## config.mk

```make
export PLATFORM = sky130hd
export DESIGN_NAME = pis_mul
export DESIGN_NICKNAME = d
export VERILOG_FILES = /design/src/hdl/particle_integration_step_assert.svh /design/src/hdl/pis_mul.sv
export SDC_FILE = /design/constraint.sdc
export NUM_CORES = 2
export LEC_CHECK = 0
export BUFFER_PORTS_ARGS = -buffer_cell sky130_fd_sc_hd__buf_2
export CAP_MARGIN = 20
export CORE_MARGIN = 2
export CORE_UTILIZATION = 33
export CTS_CLUSTER_DIAMETER = 80
export DETAILED_ROUTE_END_ITERATION = 8
export GPL_ROUTABILITY_DRIVEN = 0
export PLACE_DENSITY_LB_ADDON = 0.1
export SLEW_MARGIN = 20
export SYNTH_ARGS = -nofsm -noshare
export SYNTH_HDL_FRONTEND = slang
export SYNTH_SLANG_ARGS = --single-unit
```

## constraint.sdc

```tcl
create_clock -name clk -period 7.5 [get_ports clk]
set_clock_uncertainty 0.2 [all_clocks]
set_input_delay 0.75 -clock clk [delete_from_list [all_inputs] [get_ports clk]]
set_output_delay 0.75 -clock clk [all_outputs]
set_load 0.02 [all_outputs]
```

## src/hdl/particle_integration_step_assert.svh

```systemverilog
// Assertion macros shared by the particle step RTL.
`ifndef PARTICLE_INTEGRATION_STEP_ASSERT_SVH
`define PARTICLE_INTEGRATION_STEP_ASSERT_SVH

// Same-cycle implication, disabled while reset is asserted.
`define PIS_ASSERT_NOW(label, clk, rst_n, pre, post) \
    label: assert property (@(posedge clk) disable iff (!rst_n) (pre) |-> (post)) \
        else $error("particle step check failed");

// Next-cycle implication, disabled while reset is asserted.
`define PIS_ASSERT_NEXT(label, clk, rst_n, pre, post) \
    label: assert property (@(posedge clk) disable iff (!rst_n) (pre) |=> (post)) \
        else $error("particle step check failed");

`endif

```

## src/hdl/pis_mul.sv

```systemverilog
// Registered signed multiplier, full-width product.
module pis_mul #(
    parameter int AW = 32,
    parameter int BW = 19
) (
    input  logic                       clk,
    input  logic                       en,
    input  logic signed [AW-1:0]       a,
    input  logic signed [BW-1:0]       b,
    output logic signed [AW+BW-1:0]    p
);

    logic signed [AW+BW-1:0] p_reg;
    logic signed [AW+BW-1:0] p_next;

    assign p_next = (AW + BW)'(a) * (AW + BW)'(b);

    always_ff @(posedge clk)
    begin
        if (en)
        begin
            p_reg <= p_next;
        end
    end

    assign p = p_reg;

endmodule

```

==> flow_metrics.env <==
export IMPL_cts_sinks=51
export IMPL_cts_tree="built"
export IMPL_io_buffers=103
export IMPL_postLayoutCoreUtil_pct=38.45
export IMPL_synth_most_common_cell="fa_1"
export IMPL_grt_first_pass_wirelength_um=105500
export IMPL_fill_cells=6769
export IMPL_placed_cell_area_mm2=0.02554
export IMPL_die_h_um=264.5
export IMPL_syn_nets=3100
export IMPL_htreeDepth=2
export IMPL_rsz0062_at_grt="no"
export IMPL_ios=104
export IMPL_ant_nets=0
export IMPL_wl_per_cell_um=18.75
export IMPL_crit_arrival_ns=7.17
export IMPL_grt_pass1_vias=18062
export IMPL_track_usage_pct=19.74
export IMPL_hold_path_depth=4
export IMPL_grt_max_degree=52
export IMPL_ys_types=58
export IMPL_ys_warn_count=0
export IMPL_worstHoldEndpoint="p[1]"
export IMPL_ys_ff_latch=51
export IMPL_crit_start="a[10]"
export IMPL_synth_area_top_cells="fa_1, inv_1, and2_1"
export IMPL_synth_common_cells="fa_1, inv_1, nand2_1"
export IMPL_relSlewSlack_pct=40.50
export IMPL_syn_inst=2318
export IMPL_syn_area_mm2=0.02239
export IMPL_clkTransAtPathRegs_ns=0.08
export IMPL_die_w_um=264.5
export IMPL_drt_total_wl_um=64050
export IMPL_drv_slew=0
export IMPL_tns_ns=0
export IMPL_min_period_ns=7.279
export IMPL_finalSetupViolCount=0
export IMPL_synth_top_cell_by_area="fa_1"
export IMPL_startpoint_type="primary input"
export IMPL_slowest_delay_ns=0.59
export IMPL_hold_start="a[1]"
export IMPL_ys_flop_type="edfxtp_1"
export IMPL_fin_crit_sh_pct=97.06
export IMPL_design_area_mm2=0.02582
export IMPL_row_count=95
export IMPL_clock_path_buffers=2
export IMPL_cts_buffers=5
export IMPL_cp_end_kind="flop"
export IMPL_synth_top_area_share_pct=52.76
export IMPL_worst_slew_pin_slew_ns=0.8926
export IMPL_largest_reg_flops=51
export IMPL_hold_violations=0
export IMPL_finalNetCount=3323
export IMPL_max_freq_ghz=0.1374
export IMPL_yosysSeqAreaShare_pct=6.841
export IMPL_drt_iter0_drc=709
export IMPL_worst_hold_slack_ns=0.8521
export IMPL_drt_pass1_iterations=5
export IMPL_drive_above_1_share_pct=14.83
export IMPL_hold_path_class="primary input to flop"
export IMPL_slowest_stage="fa_2"
export IMPL_antenna_found_initial=7
export IMPL_worst_path_max_fanout=10
export IMPL_dp_hpwl_um=56490
export IMPL_initial_core_util_pct=33.34
export IMPL_status="completed"
export IMPL_drv_cap=0
export IMPL_path_cells="buf_2 > and2_1 > fa_1 > inv_1 > fa_1 > fa_1 > inv_1 > fa_1 > fa_1 > fa_2 > fa_1 > ha_1 > and3_2 > nand3_1 > or4_1 > nand4b_4 > a21boi_4 > or2_4 > a31oi_4 > a311o_1 > a21oi_2 > xnor2_1"
export IMPL_crit_path_frequent_cell="fa_1"
export IMPL_overflow=0
export IMPL_synth_area_per_cell_um2=9.658
export IMPL_viasPerCell=4.545
export IMPL_area_delta_synth_final_pct=15.33
export IMPL_cts_root_buf="clkbuf_16"
export IMPL_drc=0
export IMPL_die_area_mm2=0.06994
export IMPL_synth_edff_count=51
export IMPL_cp_required_ns=7.39
export IMPL_vias=15527
export IMPL_async_reset_ff_share_pct=0
export IMPL_fp_coreArea_mm2=0.06716
export IMPL_crit_type="primary input to flop"
-- stage by stage --
step / setup WS, ns / cells
after floorplan: 0.03192 / 2318
after global placement: -0.5439 / 3406
after detailed placement: -0.5948 / 3406
after CTS: 0.006416 / 3414
after global routing: 0.002914 / 3415
final: 0.2206 / 3416
-- routing by layer --
layer	part of all wire [%]	track usage (%)	routed length, um
met1	46	27.65	29680
met2	48	33.07	30760
met3	3.5	2.137	2238
met4	2.1	4.269	1316
met5	0.11	0	69
-- cell usage in the layout, fill, tap and decap left out, types with 2 or more instances in the layout --
cell,n
a211oi_1,4
a21o_1,24
a21o_2,5
a21oi_1,37
a21oi_2,3
a31oi_1,2
and2_1,279
and2b_2,3
and3_1,5
and3_2,3
buf_12,23
buf_2,96
buf_4,211
clkbuf_16,5
clkbuf_4,2
clkinv_1,2
edfxtp_1,51
fa_1,586
fa_2,4
ha_1,137
inv_1,551
nand2_1,323
nand2b_1,11
nand3_1,8
nand4_1,7
nor2_1,43
nor2b_1,2
o211ai_1,2
o21a_1,3
o21ai_0,15
o21ai_1,2
o21ai_2,2
o21bai_1,5
xnor2_1,38
xor2_1,16
-- repair_timing --
item,CTS,global route
hold buffers,0,0
endpoints found under the setup margin,8,12
resized for setup,7,18
pin swaps,1,4
buffers inserted,0,1
-- worst max-delay path by stage --
stage,to,slack [ns],depth (start not counted)
after floorplan,p[47],0.03,25
after global placement,p[43],-0.54,24
after detailed placement,p[43],-0.59,26
after CTS,p[39],0.006,24
after global routing,p[49],0.003,23
final,p[47],0.22,22
-- area by class of cell --
cell class                 instances  area (um2)  share of cell area (%)
antenna                            1       2.502                0.009692
clock buffer                       5       125.1                  0.4846
clock inverter                     3       38.79                  0.1502
inverter                         552        2072                   8.025
multi-input combinational       1599       18420                   71.33
sequential                        51        1531                   5.931
tap                              873        1092                   4.230
timing repair buffer             332        2540                   9.837
-- critical path: cells and delay by family --
family | cells | cell delay [ns]
and+or+nand+nor | 6 | 1.47
AOI/OAI and AO/OA | 4 | 0.66
xor gates and xnor gates | 1 | 0.13
adders and majority gates | 8 | 3.84
buffers and inverters | 3 | 0.32
-- cell families after synthesis --
logic type	after synthesis	synth area share, %
AO/OA/AOI/OAI	125	3.962
AND/OR/NAND/NOR	691	15.28
XOR/XNOR	54	2.113
flip-flops	51	6.841
adder cells (fa/ha/maj)	729	60.53
buffers and inverters	668	11.28
Power is left out: the tool's default activity adds up to more than one toggle a clock period on the data nets, which glitch-free logic cannot reach.
